### src/rtl/core/vdm_pkg.sv
package vdm_pkg;

  localparam int ELEM_BITS = 16;
  localparam int ACC_W     = 48;
  localparam int FRAC_W    = 24;

  localparam logic signed [ACC_W-1:0] ACC_MAX = {1'b0, {(ACC_W-1){1'b1}}};
  localparam logic signed [ACC_W-1:0] ACC_MIN = {1'b1, {(ACC_W-1){1'b0}}};

  localparam logic [1:0] METRIC_L2   = 2'd0;
  localparam logic [1:0] METRIC_DOT  = 2'd1;
  localparam logic [1:0] METRIC_COS  = 2'd2;
  localparam logic [1:0] METRIC_NONE = 2'd3;

  localparam logic [1:0] STATUS_OK   = 2'd0;
  localparam logic [1:0] STATUS_ZERO = 2'd1;
  localparam logic [1:0] STATUS_SAT  = 2'd2;

  typedef struct packed {
    logic signed [ELEM_BITS-1:0] lhs_element;
    logic signed [ELEM_BITS-1:0] rhs_element;
    logic                        last_pair;
  } in_beat_t;

  typedef struct packed {
    logic signed [ACC_W-1:0] distance_value;
    logic [1:0]              status_code;
  } out_beat_t;

  // Finished sums of one vector pair, handed from the front to the back.
  typedef struct packed {
    logic signed [ACC_W-1:0] diff_sum;
    logic signed [ACC_W-1:0] cross_sum;
    logic signed [ACC_W-1:0] norm1_sum;
    logic signed [ACC_W-1:0] norm2_sum;
    logic                    sat;
    logic [1:0]              metric;
  } snap_t;

  typedef struct packed {
    logic                    ovf;
    logic signed [ACC_W-1:0] sum;
  } sat_res_t;

  function automatic sat_res_t sat_add(input logic signed [ACC_W-1:0] acc,
                                       input logic signed [ACC_W-1:0] term);
    logic [ACC_W:0] s;
    sat_res_t       r;
    s = {acc[ACC_W-1], acc} + {term[ACC_W-1], term};
    r.ovf = s[ACC_W] != s[ACC_W-1];
    if (!r.ovf) begin
      r.sum = s[ACC_W-1:0];
    end else if (s[ACC_W]) begin
      r.sum = ACC_MIN;
    end else begin
      r.sum = ACC_MAX;
    end
    return r;
  endfunction

endpackage

### src/rtl/core/vdm_queue.sv
module vdm_queue (
  input  logic           clk,
  input  logic           rst_n,
  input  logic           push,
  input  vdm_pkg::snap_t wr_data,
  output logic           full,
  input  logic           pop,
  output logic           not_empty,
  output vdm_pkg::snap_t rd_data
);
  import vdm_pkg::*;

  localparam int DEPTH = 2;

  snap_t      entry_r [DEPTH];
  logic       wp_r, rp_r;
  logic [1:0] count_r;

  assign full      = count_r == 2'(DEPTH);
  assign not_empty = count_r != 2'd0;
  assign rd_data   = entry_r[rp_r];

  always_ff @(posedge clk) begin
    if (push) begin
      entry_r[wp_r] <= wr_data;
    end
    if (!rst_n) begin
      wp_r    <= 1'b0;
      rp_r    <= 1'b0;
      count_r <= '0;
    end else begin
      if (push) begin
        wp_r <= !wp_r;
      end
      if (pop) begin
        rp_r <= !rp_r;
      end
      count_r <= count_r + 2'(push) - 2'(pop);
    end
  end

  a_no_overflow: assert property (@(posedge clk) disable iff (!rst_n) !(push && full))
    else $error("queue written while full");
  a_no_underflow: assert property (@(posedge clk) disable iff (!rst_n) !(pop && !not_empty))
    else $error("queue read while empty");
  a_count_range: assert property (@(posedge clk) disable iff (!rst_n) count_r <= 2'(DEPTH))
    else $error("queue count out of range");

endmodule

### config.mk
export PLATFORM = sky130hd
export DESIGN_NAME = vdm_queue
export DESIGN_NICKNAME = d
export VERILOG_FILES = /design/src/rtl/core/vdm_pkg.sv /design/src/rtl/core/vdm_queue.sv
export SDC_FILE = /design/constraint.sdc
export NUM_CORES = 1
export LEC_CHECK = 0
export ABC_CLOCK_PERIOD_IN_PS = 9600
export BUFFER_PORTS_ARGS = -buffer_cell sky130_fd_sc_hd__buf_2
export CORE_ASPECT_RATIO = 0.9
export CORE_MARGIN = 1
export CORE_UTILIZATION = 47
export DETAILED_ROUTE_END_ITERATION = 8
export PLACE_DENSITY = 0.73
export REMOVE_ABC_BUFFERS = 1
export SLEW_MARGIN = 10
export SYNTH_ARGS = -nofsm -noshare
export SYNTH_HDL_FRONTEND = slang
export SYNTH_SLANG_ARGS = --single-unit
export TNS_END_PERCENT = 20
### constraint.sdc
create_clock -name clk -period 9.6 [get_ports clk]
set_input_delay 0.96 -clock clk [delete_from_list [all_inputs] [get_ports clk]]
set_output_delay 0.96 -clock clk [all_outputs]
set_load 0.05 [all_outputs]
==> run_results.csv <==
group,metric,value,unit
route,ant_nets,0,
placed_design,dpl.cell_count,1418,
sta,finalHoldViolCount,0,
synth,synth_fa_ha_area_share,0.1677,%
synth,yosysTopAreaCell,"edfxtp_1",
die,core_area,31060,um^2
sta,skew,0.01320,ns
route,post_drt_wl_per_cell,18.95,um
clock_network,cts_buffer_depth,3,
synth,syn_area,14920,um^2
layout,nets,1252,
placed_design,routabilityCongestion,0.7639,
synth,seq_area_frac_synth,79.16,%
layout,multiInputGateArea,2889,um^2
sta,finalSetupViolations,0,
route,drcViolationCount,0,
clock_network,insertion_delay,0.51,ns
setup_path,cp_data_required_time,8.64,ns
synth,synth_top_family_by_area,"multiplexers",
grt,grt_max_degree,77,
clock_network,clkSinkCount,395,
grt,grt_pass1_wl,40850,um
synth,muxShareOfSynthArea,18.49,%
die,row_count,61,
route,dr_wl_met2,13700,um
clock_network,cts_tree,"yes",
clock_network,numCtsBuffers,40,
setup_path,critPathLaunchType,"flip-flop",
route,wl_met1,11170,um
synth,netlist.area_leader.share,78.49,%
layout,post_layout_nonfiller_instances,1491,
die,dieArea,32460,um^2
setup_path,r2r_setup_slack,7.25,ns
sta,fmax,218.1,MHz
grt,grt_pass1_vias,7343,
route,drt_iter0_markers,377,
die,die_x,189.8,um
setup_path,arrival,3.62,ns
grt,grt-ovfl-total,0,
layout,drive_above_1_share,60.02,%
clock_network,post_cts_resized,0,
pwr,power_leakage,7.239,nW
grt,track_usage,16.64,%
sta,fin_crit,4.585,ns
route,via_count,7317,
setup_path,worstReg2RegEnd,"entry_r[0][23]$_DFFE_PP_",
synth,synth_simple_gate_area_share,0.3774,%
setup_path,reg2reg_depth,3,
die,start_util,48.03,%
synth,synth.avg_cell_area,23.76,um^2
setup_path,worstSetupPathType,"flip-flop to output pin",
synth,ys_top_cells_by_area,"edfxtp_1 78%, mux2_4 15%, mux2_2 3.4%",
sta,setup_tns,0,ns
sta,rsz0062_at_grt,"false",
synth,ys_seq_elements,395,
sta,drv_slew,0,
synth,synth_compound_area_share,0.05031,%
synth,ys_types,14,
min_path,hold_path_class,"flip-flop to flip-flop",
clock_network,cts-root-buf,"clkbuf_16",
die,io_pins,396,
layout,synthToLayoutAreaGrowth,23.70,%
route,wl_met3,2791,um
sta,finalCritPeriodShare,47.76,%
pwr,irDropWorstVdd,0.1772,mV
placed_design,portBuffers,395,
clock_network,htreeDepth,2,
min_path,holdPathStages,2,
layout,fin_util,59.42,%
flow_run,max_cap_viol_count,0,
synth,synth_warnings,0,
synth,netlist_instances,628,
outcome,status,"finished clean",
pwr,p_per_area,224.1,nW/um^2
clock_network,cts_setup_buffers,0,
sta,worstMarginPinSlew,1.043,ns
placed_design,dpl.hpwl,18910,um
route,wirelength,28250,um
setup_path,path_max_fanout,58,
clock_network,cts_hold_buf,0,
layout,seq_area,11820,um^2
grt,grt_antenna_before_repair,5,
setup_path,cp-end-kind,"output pin",
clock_network,clkTransAtPathRegs,0.05,ns
min_path,worstHoldStart,"rp_r$_SDFFE_PN0P_",
route,via_per_inst,4.907,
synth,yosys.area_share.xor_xnor,0.2096,%
layout,fillCellCount,2289,
route,top_layer_used,"met5",
die,die_y,171.0,um
route,dr.pass1.iters,4,
setup_path,reg2reg_from,"wp_r$_SDFFE_PN0P_",
sta,slew_headroom,30.48,%
[per-stage QoR]
stage | hold WS, ns | total power, mW | worst slack [ns] | instance area [um^2]
2_1_floorplan | 0.5546 | 2.659 | -0.5867 | 14700
3_3_place_gp | 0.5582 | 2.751 | 5.467 | 17260
3_5_place_dp | 0.5622 | 2.761 | 5.419 | 17260
4_1_cts | 0.5723 | 4.181 | 4.876 | 18450
5_1_grt | 0.6104 | 4.281 | 4.792 | 18450
6_report | 0.5688 | 4.135 | 5.015 | 18460
[cell type report]
| class | count | share of cell area (%) |
|---|---|---|
| timing repair buffer | 403 | 11.04 |
| clock inverter | 17 | 0.6440 |
| antenna | 4 | 0.05423 |
| clock buffer | 52 | 5.783 |
| multi-input combinational | 209 | 15.65 |
| tap | 409 | 2.773 |
| sequential | 395 | 64.02 |
| inverter | 2 | 0.04068 |
[registers in the layout (all words and copies together), names as in the netlist, named ones only]
signal,flops
entry_r,390
wp_r,1
rp_r,1
count_r,2
[Yosys cell counts]
library cell  instances
inv_1                 2
or2_2                 1
edfxtp_1            390
xor2_1                1
dfxtp_1               5
xnor3_1               1
mux2_2               45
ha_1                  2
o21a_1                1
and2_1                4
mux2_4              150
buf_6                18
nor2b_1               4
buf_2                 4
[worst max-delay path: stages (launching register included)]
cell	delay, ns
dfxtp_4	0.79
buf_4	0.87
buf_4	0.77
mux2_2	0.42
buf_2	0.21
[worst max path at each step]
stage	from	to	slack (ns)	depth (start not counted)
global placement	flip-flop	rd_data[23]	5.47	4
global route	flip-flop	rd_data[5]	4.79	4
detailed placement	flip-flop	rd_data[42]	5.42	4
finish	flip-flop	rd_data[42]	5.02	4
floorplan	push	wp_r$_SDFFE_PN0P_	-0.59	2
CTS	flip-flop	rd_data[5]	4.88	4
[where the power goes]
group | switching [mW] | internal (mW)
Clock | 0.587 | 0.831
Sequential | 0.0302 | 2.00
Combinational | 0.468 | 0.222
Total | 1.09 | 3.05
[cell usage in the layout (no fill, tap or decap)]
master / n
clkinv_1: 13
bufinv_16: 2
dfxtp_1: 4
and2_1: 3
nor2b_1: 3
xnor3_1: 1
buf_4: 8
edfxtp_1: 390
clkbuf_16: 41
xor2_1: 1
nor2b_4: 1
clkbuf_1: 11
and2_4: 1
clkinv_2: 2
diode_2: 4
mux2_4: 150
mux2_2: 45
ha_1: 2
buf_2: 395
o21a_1: 1
or2_2: 1
inv_1: 2
dfxtp_4: 1
[kinds of logic (layout without fill, tap and decap cells)]
kind of cell	after synthesis	in the layout
fa+ha+maj	2	2
buf+inv	24	474
other cells	0	4
flops	395	395
mux	195	195
xor+xnor	2	2
compound gates	1	1
simple gates	9	9
[per-layer routing]
metal  up-vias  GRT usage (%)
li1       3357              -
met1      3602          20.32
met2       306          27.54
met3        48          6.154
met4         4          5.119
met5         -              0
No activity file was read; power rests on OpenSTA's default activity.
