===== config.mk =====
export PLATFORM = sky130hd
export DESIGN_NAME = vdm_front
export DESIGN_NICKNAME = d
export VERILOG_FILES = /design/src/rtl/core/vdm_pkg.sv /design/src/rtl/core/vdm_front.sv
export SDC_FILE = /design/constraint.sdc
export NUM_CORES = 2
export LEC_CHECK = 0
export BUFFER_PORTS_ARGS = -buffer_cell sky130_fd_sc_hd__buf_2
export CAP_MARGIN = 20
export CORE_MARGIN = 2
export CORE_UTILIZATION = 60
export DETAILED_ROUTE_END_ITERATION = 6
export PLACE_DENSITY_LB_ADDON = 0.2
export RECOVER_POWER = 100
export SYNTH_ARGS = -nofsm -noshare
export SYNTH_HDL_FRONTEND = slang
export SYNTH_SLANG_ARGS = --single-unit

===== constraint.sdc =====
create_clock -name clk -period 16 [get_ports clk]
set_clock_uncertainty 0.1 [all_clocks]
set_input_delay 3.2 -clock clk [delete_from_list [all_inputs] [get_ports clk]]
set_output_delay 3.2 -clock clk [all_outputs]
set_load 0.03 [all_outputs]

===== src/rtl/core/vdm_pkg.sv =====
package vdm_pkg;

  localparam int ELEM_BITS = 16;
  localparam int ACC_W     = 48;
  localparam int FRAC_W    = 24;

  localparam logic signed [ACC_W-1:0] ACC_MAX = {1'b0, {(ACC_W-1){1'b1}}};
  localparam logic signed [ACC_W-1:0] ACC_MIN = {1'b1, {(ACC_W-1){1'b0}}};

  localparam logic [1:0] METRIC_L2   = 2'd0;
  localparam logic [1:0] METRIC_DOT  = 2'd1;
  localparam logic [1:0] METRIC_COS  = 2'd2;
  localparam logic [1:0] METRIC_NONE = 2'd3;

  localparam logic [1:0] STATUS_OK   = 2'd0;
  localparam logic [1:0] STATUS_ZERO = 2'd1;
  localparam logic [1:0] STATUS_SAT  = 2'd2;

  typedef struct packed {
    logic signed [ELEM_BITS-1:0] lhs_element;
    logic signed [ELEM_BITS-1:0] rhs_element;
    logic                        last_pair;
  } in_beat_t;

  typedef struct packed {
    logic signed [ACC_W-1:0] distance_value;
    logic [1:0]              status_code;
  } out_beat_t;

  // Finished sums of one vector pair, handed from the front to the back.
  typedef struct packed {
    logic signed [ACC_W-1:0] diff_sum;
    logic signed [ACC_W-1:0] cross_sum;
    logic signed [ACC_W-1:0] norm1_sum;
    logic signed [ACC_W-1:0] norm2_sum;
    logic                    sat;
    logic [1:0]              metric;
  } snap_t;

  typedef struct packed {
    logic                    ovf;
    logic signed [ACC_W-1:0] sum;
  } sat_res_t;

  function automatic sat_res_t sat_add(input logic signed [ACC_W-1:0] acc,
                                       input logic signed [ACC_W-1:0] term);
    logic [ACC_W:0] s;
    sat_res_t       r;
    s = {acc[ACC_W-1], acc} + {term[ACC_W-1], term};
    r.ovf = s[ACC_W] != s[ACC_W-1];
    if (!r.ovf) begin
      r.sum = s[ACC_W-1:0];
    end else if (s[ACC_W]) begin
      r.sum = ACC_MIN;
    end else begin
      r.sum = ACC_MAX;
    end
    return r;
  endfunction

endpackage


===== src/rtl/core/vdm_front.sv =====
module vdm_front #(
  parameter int MAX_DIM = 1024
) (
  input  logic             clk,
  input  logic             rst_n,
  input  logic             in_valid,
  output logic             in_stall,
  input  vdm_pkg::in_beat_t in_data,
  input  logic [1:0]       metric,
  input  logic             q_full,
  output logic             push,
  output vdm_pkg::snap_t   snap
);
  import vdm_pkg::*;

  localparam int CNT_W = $clog2(MAX_DIM + 2);

  // Product stage.
  logic                     p_valid_r;
  logic                     p_last_r;
  logic [2*ELEM_BITS:0]     p_dsq_r;
  logic signed [2*ELEM_BITS-1:0] p_cross_r;
  logic signed [2*ELEM_BITS-1:0] p_n1_r;
  logic signed [2*ELEM_BITS-1:0] p_n2_r;

  // Accumulator stage.
  logic signed [ACC_W-1:0] dsum_r, csum_r, n1sum_r, n2sum_r;
  logic                    sat_r;
  logic [CNT_W-1:0]        cnt_r;

  logic                  advance;
  logic                  accept;
  logic signed [ELEM_BITS:0] diff;
  logic [ELEM_BITS:0]    adiff;
  logic [CNT_W-1:0]      cnt_nxt;
  logic                  too_long;
  sat_res_t              rd, rc, r1, r2;

  assign advance  = !(p_valid_r && p_last_r && q_full);
  assign in_stall = !advance;
  assign accept   = in_valid && advance;

  assign diff  = {in_data.lhs_element[ELEM_BITS-1], in_data.lhs_element}
               - {in_data.rhs_element[ELEM_BITS-1], in_data.rhs_element};
  assign adiff = diff[ELEM_BITS] ? (ELEM_BITS+1)'(-diff) : diff;

  always_ff @(posedge clk) begin
    if (!rst_n) begin
      p_valid_r <= 1'b0;
    end else if (advance) begin
      p_valid_r <= accept;
    end
    if (accept) begin
      p_last_r  <= in_data.last_pair;
      p_dsq_r   <= {{ELEM_BITS{1'b0}}, adiff} * {{ELEM_BITS{1'b0}}, adiff};
      p_cross_r <= in_data.lhs_element * in_data.rhs_element;
      p_n1_r    <= in_data.lhs_element * in_data.lhs_element;
      p_n2_r    <= in_data.rhs_element * in_data.rhs_element;
    end
  end

  always_comb begin
    rd = sat_add(dsum_r, ACC_W'({1'b0, p_dsq_r}));
    rc = sat_add(csum_r, ACC_W'(p_cross_r));
    r1 = sat_add(n1sum_r, ACC_W'(p_n1_r));
    r2 = sat_add(n2sum_r, ACC_W'(p_n2_r));
    cnt_nxt  = (cnt_r <= CNT_W'(MAX_DIM)) ? cnt_r + 1'b1 : cnt_r;
    too_long = cnt_nxt > CNT_W'(MAX_DIM);
  end

  assign push           = p_valid_r && p_last_r && advance;
  assign snap.diff_sum  = rd.sum;
  assign snap.cross_sum = rc.sum;
  assign snap.norm1_sum = r1.sum;
  assign snap.norm2_sum = r2.sum;
  assign snap.sat       = sat_r | too_long | rd.ovf | rc.ovf | r1.ovf | r2.ovf;
  assign snap.metric    = metric;

  always_ff @(posedge clk) begin
    if (!rst_n) begin
      dsum_r  <= '0;
      csum_r  <= '0;
      n1sum_r <= '0;
      n2sum_r <= '0;
      sat_r   <= 1'b0;
      cnt_r   <= '0;
    end else if (p_valid_r && advance) begin
      if (p_last_r) begin
        dsum_r  <= '0;
        csum_r  <= '0;
        n1sum_r <= '0;
        n2sum_r <= '0;
        sat_r   <= 1'b0;
        cnt_r   <= '0;
      end else begin
        dsum_r  <= rd.sum;
        csum_r  <= rc.sum;
        n1sum_r <= r1.sum;
        n2sum_r <= r2.sum;
        sat_r   <= snap.sat;
        cnt_r   <= cnt_nxt;
      end
    end
  end

endmodule


==> results list <==
- The HPWL after detailed placement is 120000 um.
* Die outline height: 316 um
* Worst-case clock buffer depth: 3
* Master of the slowest instance on the critical path: sky130_fd_sc_hd__clkbuf_1
- In this run the register-to-register setup slack is 6.37 ns.
- Among all cell types in the netlist, the one instantiated most often is sky130_fd_sc_hd__inv_1.
- Buffers inserted during clock tree synthesis total 41.
* Largest net degree at the start of global routing: 89
- Final Max Tran Viols: 531
- Number of antenna violations at the first check in global routing: 16
- All-layer global routing usage: 30.9%
- Final period demand of the worst path: 14.40 ns
- The tightest min-delay check is of the reg -> reg type.
* Worst-path fanout max: 38
- Once the clock tree was built, the resizer swapped 0 gates to a different size.
- After clock tree synthesis, the flow added hold-fix buffers numbering 0.
- The clock reaches the later pin of the worst-skew pair after 0.61 ns.
- Sequential cells were found to cover 13.6% of the synthesized design area.
- TritonCTS clock tree: done
- WP data arrival: 14.66 ns
* Setup TNS: 0 ns
- Sorting the synthesized cells by area gives the leading types as sky130_fd_sc_hd__fa_1 (32%), sky130_fd_sc_hd__ha_1 (12%), sky130_fd_sc_hd__inv_1 (8.0%), sky130_fd_sc_hd__dfxtp_1 (7.0%), sky130_fd_sc_hd__edfxtp_1 (6.5%).
* Critical path launch point type: input port
- Cells with a size suffix above 1 make up 3.11% of the layout.
- By startpoint and endpoint, the worst setup path is classified as in -> reg.
- Overflow left after global routing: 0
* Count of H-tree levels built during CTS: 2
- Critical path endpoint category: register
- After technology mapping, the gate count stands at 6566.
* Startpoint of the worst setup timing path: in_data[1]
- At the end of routability-driven placement, the weighted congestion stood at 0.951.
* Synth unique cells: 94
- Number of global-route vias before repair: 46900
* Post-Route Utilization: 63.9%
- Number of buffers and inverters on the critical path: 8
* Total clock sinks: 332
- Number of enable-type register cells in the synthesized netlist: 127
- During placement, the flow inserted port buffers numbering 231.
* Cell Rows: 114
- Dividing the detail-routed via count by the number of cells gives 5.80.
* Wire length of the first global-routing pass: 246000 um
* Fraction of the cycle the final worst path needs: 90.0%
- DIE WIDTH: 316 um
- Synthesized area per cell: 8.89 um^2
- Worst slew margin relative to its limit: -189%
- The detail route stage leaves a number of antenna-violating nets equal to 0.
- The area growth from synthesis to layout is 5.66%.
- In this run the standard cell core region covers 96600 um^2.
- Hold is met by 0.358 ns.
* Flip-flop and latch count after synthesis: 332
* Yosys warning count: 0
* Yosys top cell area share: 32.0%
- Max-cap violations in this run came to 10.
* Status: complete, but fails checks
- Area leader, netlist: sky130_fd_sc_hd__fa_1
- In this run, the number of DRC markers left after iteration 0 of detailed routing was 4009.
* Worst Hold Launch: n2sum_r[46]
- Final layout net count: 8191
- Based on the critical path, the design can be clocked at up to 69.4 MHz.
* Total vias in the final route: 46200
- Clock slew at the register clock pins of the worst setup and hold paths: 0.06 ns
* Async S/R FF share, synth: 0%
* Unrepaired setup endpoints after global routing: false
* Effective utilization at floorplan: 60.4%
* Remaining routing DRC violations: 0
* Final hold viol count: 0
* Predominant post-synthesis flop cell: sky130_fd_sc_hd__dfxtp_1
* Length of the first detailed-routing pass in iterations: 6
- STA puts the critical path data required time at 16.26 ns.
- The commonest cells after synthesis are sky130_fd_sc_hd__inv_1 (1251), sky130_fd_sc_hd__fa_1 (934), sky130_fd_sc_hd__nand2_1 (618), sky130_fd_sc_hd__ha_1 (563), sky130_fd_sc_hd__nor2_1 (432).
- Failing checks: max-capacitance violations, max-slew violations
* Post-CTS setup-driven buffer insertion count: 0
- Number of failing setup endpoints in the final timing report: 0
* Slowest cell delay on critical path: 1.50 ns
- Critical R2R Launch: p_last_r
- Total Die Area: 99800 um^2
- Tightest Pin Transition: 4.33 ns
- Per-cell routed wire length: 19.1 um
- Cell type group with the largest total delay on the critical path: adder cells
- Cell type with the highest occurrence count on the critical path: sky130_fd_sc_hd__fa_1
* Post-Route WL: 152000 um
- The cell area that synthesis handed to floorplanning was 58400 um^2.
- I/O pins: 236
- The cell sitting at the root of the clock tree is a sky130_fd_sc_hd__clkbuf_16.
sequential cells by signal (all words and copies together), names as in the netlist:
| register | flops |
|---|---|
| cnt_r | 11 |
| csum_r | 48 |
| dsum_r | 48 |
| n1sum_r | 48 |
| n2sum_r | 48 |
| p_cross_r | 32 |
| p_dsq_r | 32 |
| p_last_r | 1 |
| p_n1_r | 31 |
| p_n2_r | 31 |
| p_valid_r | 1 |
| sat_r | 1 |
layer usage:
metal,global-route usage [%],part of all wire [%],up-vias
met5,0,0.067,-
met4,8.01,2.6,16
met3,5.50,8.1,251
met2,49.0,45,1539
met1,44.0,44,22900
li1,-,-,21400
final timing paths:
path / endpoint / cells past startpoint
setup / recovery: p_dsq_r[31] / 34
hold / removal: n2sum_r[46] / 2
setup reg to reg: csum_r[41] / 7
hold reg to reg: n2sum_r[46] / 2
through the flow:
stage	setup WS [ns]	instances	area (um^2)
final	1.60	7964	61700
after global routing	1.07	7963	61700
after global placement	2.09	7885	60600
after detailed placement	1.81	7885	60600
after floorplan	3.88	6576	58400
after CTS	2.37	7960	62000
worst register-to-register path, cell delays in order, from the launching register on:
cell and delay, ns:
sky130_fd_sc_hd__edfxtp_1 0.70, sky130_fd_sc_hd__nand2_1 0.13, sky130_fd_sc_hd__nand2_1 0.52, sky130_fd_sc_hd__and2_0 1.39, sky130_fd_sc_hd__clkbuf_1 2.90, sky130_fd_sc_hd__clkbuf_1 3.25
sky130_fd_sc_hd__a21oi_1 0.27, sky130_fd_sc_hd__a22oi_1 0.27
placed cells by master, fill, tap and decap left out, drive strengths merged, types with 52 or more instances in the layout:
master / Yosys / layout
clkbuf: 216 / 266
nand2: 618 / 618
nor3: 81 / 81
and2: 117 / 117
a22o: 104 / 104
a21oi: 327 / 327
xor2: 98 / 98
buf: 30 / 69
fa: 934 / 934
nand3: 73 / 73
o21ai: 236 / 236
edfxtp: 127 / 127
ha: 563 / 563
dfxtp: 205 / 205
inv: 1256 / 1260
nor2: 432 / 432
xnor2: 240 / 240
a21o: 161 / 161
nand2b: 52 / 52
final cells by class:
| type | count | area [um^2] |
|---|---|---|
| Clock buffer | 54 | 1150 |
| Inverter | 1268 | 4760 |
| Multi-Input combinational cell | 4730 | 44800 |
| Antenna cell | 1 | 2.50 |
| Tap cell | 1276 | 1600 |
| Fill cell | 8237 | 34900 |
| Clock inverter | 21 | 251 |
| Sequential cell | 332 | 7920 |
| Timing Repair Buffer | 282 | 1220 |
cells by family after synthesis:
group           share of synthesized area, %
buf+inv                                 9.79
simple gates                            12.6
fa+ha+maj                               44.8
flops                                   13.6
compound gates                          14.0
xor+xnor                                5.08
mux                                    0.111
other cells                           0.0129
Power is left out: the tool's default activity adds up to more than one toggle a clock period on the data nets, which glitch-free logic cannot reach.
