[src/rtl/core/vdm_pkg.sv]
package vdm_pkg;

  localparam int ELEM_BITS = 16;
  localparam int ACC_W     = 48;
  localparam int FRAC_W    = 24;

  localparam logic signed [ACC_W-1:0] ACC_MAX = {1'b0, {(ACC_W-1){1'b1}}};
  localparam logic signed [ACC_W-1:0] ACC_MIN = {1'b1, {(ACC_W-1){1'b0}}};

  localparam logic [1:0] METRIC_L2   = 2'd0;
  localparam logic [1:0] METRIC_DOT  = 2'd1;
  localparam logic [1:0] METRIC_COS  = 2'd2;
  localparam logic [1:0] METRIC_NONE = 2'd3;

  localparam logic [1:0] STATUS_OK   = 2'd0;
  localparam logic [1:0] STATUS_ZERO = 2'd1;
  localparam logic [1:0] STATUS_SAT  = 2'd2;

  typedef struct packed {
    logic signed [ELEM_BITS-1:0] lhs_element;
    logic signed [ELEM_BITS-1:0] rhs_element;
    logic                        last_pair;
  } in_beat_t;

  typedef struct packed {
    logic signed [ACC_W-1:0] distance_value;
    logic [1:0]              status_code;
  } out_beat_t;

  // Finished sums of one vector pair, handed from the front to the back.
  typedef struct packed {
    logic signed [ACC_W-1:0] diff_sum;
    logic signed [ACC_W-1:0] cross_sum;
    logic signed [ACC_W-1:0] norm1_sum;
    logic signed [ACC_W-1:0] norm2_sum;
    logic                    sat;
    logic [1:0]              metric;
  } snap_t;

  typedef struct packed {
    logic                    ovf;
    logic signed [ACC_W-1:0] sum;
  } sat_res_t;

  function automatic sat_res_t sat_add(input logic signed [ACC_W-1:0] acc,
                                       input logic signed [ACC_W-1:0] term);
    logic [ACC_W:0] s;
    sat_res_t       r;
    s = {acc[ACC_W-1], acc} + {term[ACC_W-1], term};
    r.ovf = s[ACC_W] != s[ACC_W-1];
    if (!r.ovf) begin
      r.sum = s[ACC_W-1:0];
    end else if (s[ACC_W]) begin
      r.sum = ACC_MIN;
    end else begin
      r.sum = ACC_MAX;
    end
    return r;
  endfunction

endpackage

[src/rtl/core/vdm_back.sv]
module vdm_back (
  input  logic              clk,
  input  logic              rst_n,
  input  logic              q_valid,
  input  vdm_pkg::snap_t    q_data,
  output logic              pop,
  output logic              out_valid,
  input  logic              out_stall,
  output vdm_pkg::out_beat_t out_data
);
  import vdm_pkg::*;

  localparam logic [2:0] S_IDLE  = 3'd0;
  localparam logic [2:0] S_EVAL  = 3'd1;
  localparam logic [2:0] S_MUL   = 3'd2;
  localparam logic [2:0] S_SQRT  = 3'd3;
  localparam logic [2:0] S_DIV   = 3'd4;
  localparam logic [2:0] S_ROUND = 3'd5;
  localparam logic [2:0] S_DONE  = 3'd6;

  localparam int HALF  = ACC_W / 2;
  localparam int NUM_W = ACC_W + FRAC_W;
  localparam logic [FRAC_W:0] ONE = {1'b1, {FRAC_W{1'b0}}};

  logic [2:0]              state_r;
  snap_t                   e_r;
  logic signed [ACC_W-1:0] res_r;
  logic                    zero_r;
  logic                    dsat_r;
  logic [2*ACC_W-1:0]      prod_r;
  logic [6:0]              step_r;
  logic [ACC_W-1:0]        root_r;
  logic [ACC_W+1:0]        rem_r;
  logic [NUM_W-1:0]        num_r;
  logic [ACC_W-1:0]        drem_r;
  logic [FRAC_W+1:0]       quo_r;
  logic                    big_r;
  logic                    out_valid_r;
  out_beat_t               out_data_r;

  logic [HALF-1:0]    ma, mb;
  logic [2*HALF-1:0]  pp;
  logic [2*ACC_W-1:0] pp_sh;
  logic [ACC_W+3:0]   sq_t, sq_trial;
  logic [ACC_W:0]     dv_t;
  logic [ACC_W-1:0]   mag;
  logic [FRAC_W+2:0]  q_rnd;
  logic [FRAC_W:0]    q_lim;
  logic               out_free;

  assign out_free = !out_valid_r || !out_stall;
  assign pop      = state_r == S_IDLE && q_valid;

  always_comb begin
    ma = step_r[1] ? e_r.norm1_sum[ACC_W-1:HALF] : e_r.norm1_sum[HALF-1:0];
    mb = step_r[0] ? e_r.norm2_sum[ACC_W-1:HALF] : e_r.norm2_sum[HALF-1:0];
    pp = ma * mb;
    case (step_r[1:0])
      2'd0:    pp_sh = (2*ACC_W)'(pp);
      2'd3:    pp_sh = (2*ACC_W)'(pp) << ACC_W;
      default: pp_sh = (2*ACC_W)'(pp) << HALF;
    endcase
    sq_t     = {rem_r, prod_r[2*ACC_W-1 -: 2]};
    sq_trial = {2'b00, root_r, 2'b01};
    dv_t     = {drem_r, num_r[NUM_W-1]};
    mag      = e_r.cross_sum[ACC_W-1] ? ACC_W'(-e_r.cross_sum) : e_r.cross_sum;
    q_rnd    = {1'b0, quo_r} + (FRAC_W+3)'(drem_r >= root_r - drem_r);
    q_lim    = (big_r || q_rnd > (FRAC_W+3)'(ONE)) ? ONE : q_rnd[FRAC_W:0];
  end

  always_ff @(posedge clk) begin
    if (!rst_n) begin
      state_r     <= S_IDLE;
      out_valid_r <= 1'b0;
    end else begin
      if (out_valid_r && !out_stall && state_r != S_DONE) begin
        out_valid_r <= 1'b0;
      end
      case (state_r)
        S_IDLE: begin
          if (q_valid) begin
            e_r     <= q_data;
            zero_r  <= 1'b0;
            dsat_r  <= 1'b0;
            res_r   <= '0;
            state_r <= S_EVAL;
          end
        end
        S_EVAL: begin
          case (e_r.metric)
            METRIC_L2: begin
              res_r   <= e_r.diff_sum;
              state_r <= S_DONE;
            end
            METRIC_DOT: begin
              if (e_r.cross_sum == ACC_MIN) begin
                res_r  <= ACC_MAX;
                dsat_r <= 1'b1;
              end else begin
                res_r <= -e_r.cross_sum;
              end
              state_r <= S_DONE;
            end
            METRIC_COS: begin
              if (e_r.norm1_sum <= 0 || e_r.norm2_sum <= 0) begin
                zero_r  <= 1'b1;
                state_r <= S_DONE;
              end else begin
                prod_r  <= '0;
                step_r  <= '0;
                state_r <= S_MUL;
              end
            end
            default: begin
              res_r   <= '0;
              state_r <= S_DONE;
            end
          endcase
        end
        S_MUL: begin
          prod_r <= prod_r + pp_sh;
          if (step_r[1:0] == 2'd3) begin
            step_r  <= '0;
            root_r  <= '0;
            rem_r   <= '0;
            state_r <= S_SQRT;
          end else begin
            step_r <= step_r + 1'b1;
          end
        end
        S_SQRT: begin
          prod_r <= prod_r << 2;
          if (sq_t >= sq_trial) begin
            rem_r  <= (ACC_W+2)'(sq_t - sq_trial);
            root_r <= {root_r[ACC_W-2:0], 1'b1};
          end else begin
            rem_r  <= sq_t[ACC_W+1:0];
            root_r <= {root_r[ACC_W-2:0], 1'b0};
          end
          if (step_r == 7'(ACC_W - 1)) begin
            step_r  <= '0;
            num_r   <= {mag, {FRAC_W{1'b0}}};
            drem_r  <= '0;
            quo_r   <= '0;
            big_r   <= 1'b0;
            state_r <= S_DIV;
          end else begin
            step_r <= step_r + 1'b1;
          end
        end
        S_DIV: begin
          num_r <= num_r << 1;
          big_r <= big_r | quo_r[FRAC_W+1];
          if (dv_t >= {1'b0, root_r}) begin
            drem_r <= ACC_W'(dv_t - {1'b0, root_r});
            quo_r  <= {quo_r[FRAC_W:0], 1'b1};
          end else begin
            drem_r <= dv_t[ACC_W-1:0];
            quo_r  <= {quo_r[FRAC_W:0], 1'b0};
          end
          step_r <= step_r + 1'b1;
          if (step_r == 7'(NUM_W - 1)) begin
            state_r <= S_ROUND;
          end
        end
        S_ROUND: begin
          if (e_r.cross_sum[ACC_W-1]) begin
            res_r <= ACC_W'(ONE) + ACC_W'(q_lim);
          end else begin
            res_r <= ACC_W'(ONE) - ACC_W'(q_lim);
          end
          state_r <= S_DONE;
        end
        S_DONE: begin
          if (out_free) begin
            out_valid_r               <= 1'b1;
            out_data_r.distance_value <= res_r;
            if (e_r.sat || dsat_r) begin
              out_data_r.status_code <= STATUS_SAT;
            end else if (zero_r) begin
              out_data_r.status_code <= STATUS_ZERO;
            end else begin
              out_data_r.status_code <= STATUS_OK;
            end
            state_r <= S_IDLE;
          end
        end
        default: state_r <= S_IDLE;
      endcase
    end
  end

  assign out_valid = out_valid_r;
  assign out_data  = out_data_r;

endmodule

[config.mk]
export PLATFORM = sky130hd
export DESIGN_NAME = vdm_back
export DESIGN_NICKNAME = d
export VERILOG_FILES = /design/src/rtl/core/vdm_pkg.sv /design/src/rtl/core/vdm_back.sv
export SDC_FILE = /design/constraint.sdc
export NUM_CORES = 2
export LEC_CHECK = 0
export BUFFER_PORTS_ARGS = -buffer_cell sky130_fd_sc_hd__buf_2
export CAP_MARGIN = 25
export CORE_MARGIN = 5
export CORE_UTILIZATION = 65
export DETAILED_ROUTE_END_ITERATION = 6
export GPL_TIMING_DRIVEN = 1
export PLACE_DENSITY = 0.94
export SYNTH_ARGS = -nofsm -noshare
export SYNTH_HDL_FRONTEND = slang
export SYNTH_SLANG_ARGS = --single-unit
[constraint.sdc]
create_clock -name clk -period 17.08 [get_ports clk]
set_clock_uncertainty 0.1 [all_clocks]
set_input_delay 2.562 -clock clk [delete_from_list [all_inputs] [get_ports clk]]
set_output_delay 2.562 -clock clk [all_outputs]
set_load 0.01 [all_outputs]
==> summary.txt <==
Worst setup path
  – CP peak stage delay: approximately 990 ps
  – Worst path top cell family by delay: adder cells
  – Startpoint types: flop
  – Crit-path slowest cell: mux2i_1
  – CP required: between 15000 and 20000 ps
  – R2r worst-path depth: 42
  – Kind of end point of the critical path: flop
  – CP Depth: 42
  – WP data arrival: between 10000 and 15000 ps
  – Critical-path maximum fanout: between 40 and 50
  – Buf+Inv Stages, Crit Path: 5
  – Most common cell on crit path: fa_1
  – Crit path kind: flop to flop

Clocking
  – Clk sinks: ~620
  – CTS tree: yes
  – Clock transition at path regs: 60 ps
  – Postcts setup bufs: 0
  – H-tree depth: 3
  – Clock Path Buffers: 3
  – CTS-repair resized insts: 0
  – Clk_lat worst skew: between 600 and 700 ps
  – CTS Buf Count: 69
  – Clock root buffer: clkbuf_16
  – Quantity of hold-fixing buffers added after cts: 0

GRT
  – Largest net degree at the start of global routing: about 120
  – Global route overflow: 0
  – Overall Global Routing Usage: 0.361
  – Initial antenna violation count: 20
  – Vias in the first global route: 52.2k
  – Global-route wire length before repair: 282000 um

Route
  – DR pass1 iterations: 7
  – Avg WL per Cell: between 20 and 25 um
  – 1st-iter DRT viols: ~7.4k
  – Routed Antenna Nets: 0
  – Detailed-route wire length: 186000 um
  – Via count: between 50k and 60k
  – DRC Markers: around 140
  – Vias per cell: 6.64

Logic synthesis
  – Synth top area share: 0.309
  – Yosys cell types: 84
  – Cells after Synth: between 6k and 7k
  – Cell taking the most area after synthesis: edfxtp_1
  – Cell with the most instances after synthesis: inv_1
  – Primary FF master, synth: edfxtp_1
  – Seq cells post-synth: approximately 620
  – Sequential area share after synthesis: 0.310
  – Syn Std Cell Area: about 60000 um^2
  – Syn_nets: around 7.6k
  – EDFF count, synth: around 620
  – Syn avg cell area: about 9.4 um^2
  – Area contributors post-synth: edfxtp_1, fa_1, ha_1, inv_1, nor2_1
  – Top cells by count, synth: inv_1, nor2_1, nand2_1, edfxtp_1, fa_1
  – Synth warnings: 0
  – Async SR Flop Fraction: 0

Status
  – Failing checks: design-rule violations
  – Outcome: finished with violations

STA
  – Relative slew slack: 0.116
  – Final Cycle Share: 0.764
  – Final WS setup: slightly above 4000 ps
  – Setup_tns: 0 ps
  – Minimum clock period: 13060 ps
  – Unrepaired setup endpoints after global routing: no
  – Worst-margin pin slew: approximately 1300 ps
  – Fmax achieved: approximately 77 MHz
  – Count of final max-slew check failures: 0
  – Final hold violations: 0
  – # setup viols final: 0
  – Worst hold slack: 320 ps

Floorplan
  – Core area: slightly above 90000 um^2
  – Initial Utilization: 0.656
  – # IOs: between 200 and 300
  – Core Rows: between 100 and 150
  – Die ar.: 98800 um^2
  – Die W: 314 um
  – Die height: 314 um

Worst hold path
  – Hold-critical path depth: 0
  – Worst hold path class: flop to flop

Final layout
  – Layout cells sized above 1: 0.0815
  – Core Util, Final: 0.710
  – # fillers: between 6k and 7k
  – Layout Area Growth over Synthesis: 8.30%
  – Final #Nets: between 7k and 8k

Placement
  – Placer Congestion: 1.04
  – Buffers on Ports: 250
  – Pre-CTS setup slack: approximately 4400 ps
  – DP Wirelength: 133000 um

Job
  – Max cap viols: 0
-- area by class of cell --
| type | instances | area (um^2) | area share |
|---|---|---|---|
| Multi-Input combinational cell | 4767 | 37800 | 0.580 |
| Clock buffer | 80 | 1790 | 0.0275 |
| Tap cell | 1243 | 1560 | 0.0239 |
| Antenna cell | 24 | 60.1 | 0.000921 |
| Inverter | 746 | 2800 | 0.0430 |
| Sequential cell | 623 | 18700 | 0.286 |
| Timing Repair Buffer | 324 | 1920 | 0.0294 |
| Clock inverter | 46 | 579 | 0.00889 |
-- sequential cells by signal, summed over array words and instances (netlist names), 3 cells and up --
signal and flops:
rem_r 50, res_r 48, state_r 3, drem_r 48
root_r 48, num_r 48, e_r 195, prod_r 96
step_r 7, out_data 50, quo_r 26
-- worst paths after layout --
check             startpoint           end  slack, ps
hold / removal     res_r[27]  out_data[29]        320
setup reg to reg   step_r[1]    prod_r[86]       4020
setup / recovery   step_r[1]    prod_r[86]       4020
hold reg to reg    res_r[27]  out_data[29]        320
-- cell families after synthesis --
family / Yosys count / synth area share
DFF: 623 / 0.310
muxes: 141 / 0.0244
adders and majority gates: 956 / 0.259
and+or+nand+nor: 1950 / 0.146
AOI/OAI and AO/OA: 1334 / 0.140
xor gates and xnor gates: 386 / 0.0564
buffers and inverters: 1015 / 0.0635
-- per-layer routing --
metal  share of wire  global-route usage
met1            0.33               0.433
met2            0.45               0.570
met3            0.13               0.114
met4           0.083               0.224
met5               0                   0
-- layout by cell type (no fill, tap or decap), types with 60 or more instances in the layout --
| master | n |
|---|---|
| o21ai_0 | 341 |
| ha_1 | 471 |
| o22ai_1 | 60 |
| nand4_1 | 80 |
| buf_2 | 250 |
| inv_1 | 746 |
| nand2b_1 | 68 |
| nor2b_1 | 66 |
| edfxtp_1 | 619 |
| buf_4 | 65 |
| nand2_1 | 663 |
| mux2i_1 | 87 |
| nor2_1 | 671 |
| a21o_1 | 197 |
| a21oi_1 | 339 |
| fa_1 | 485 |
| xor2_1 | 178 |
| and2_1 | 86 |
| clkbuf_16 | 70 |
| xnor2_1 | 207 |
| nand3_1 | 71 |
-- metrics by stage --
step,cell area [um^2],instances
after floorplan,60200,6405
after detailed placement,62600,7694
after global routing,65200,7849
after global placement,62500,7690
after CTS,64900,7820
final,65200,7853
Power is not shown: default switching activity piles up to over one toggle a cycle in this logic, so the estimate is an artifact.
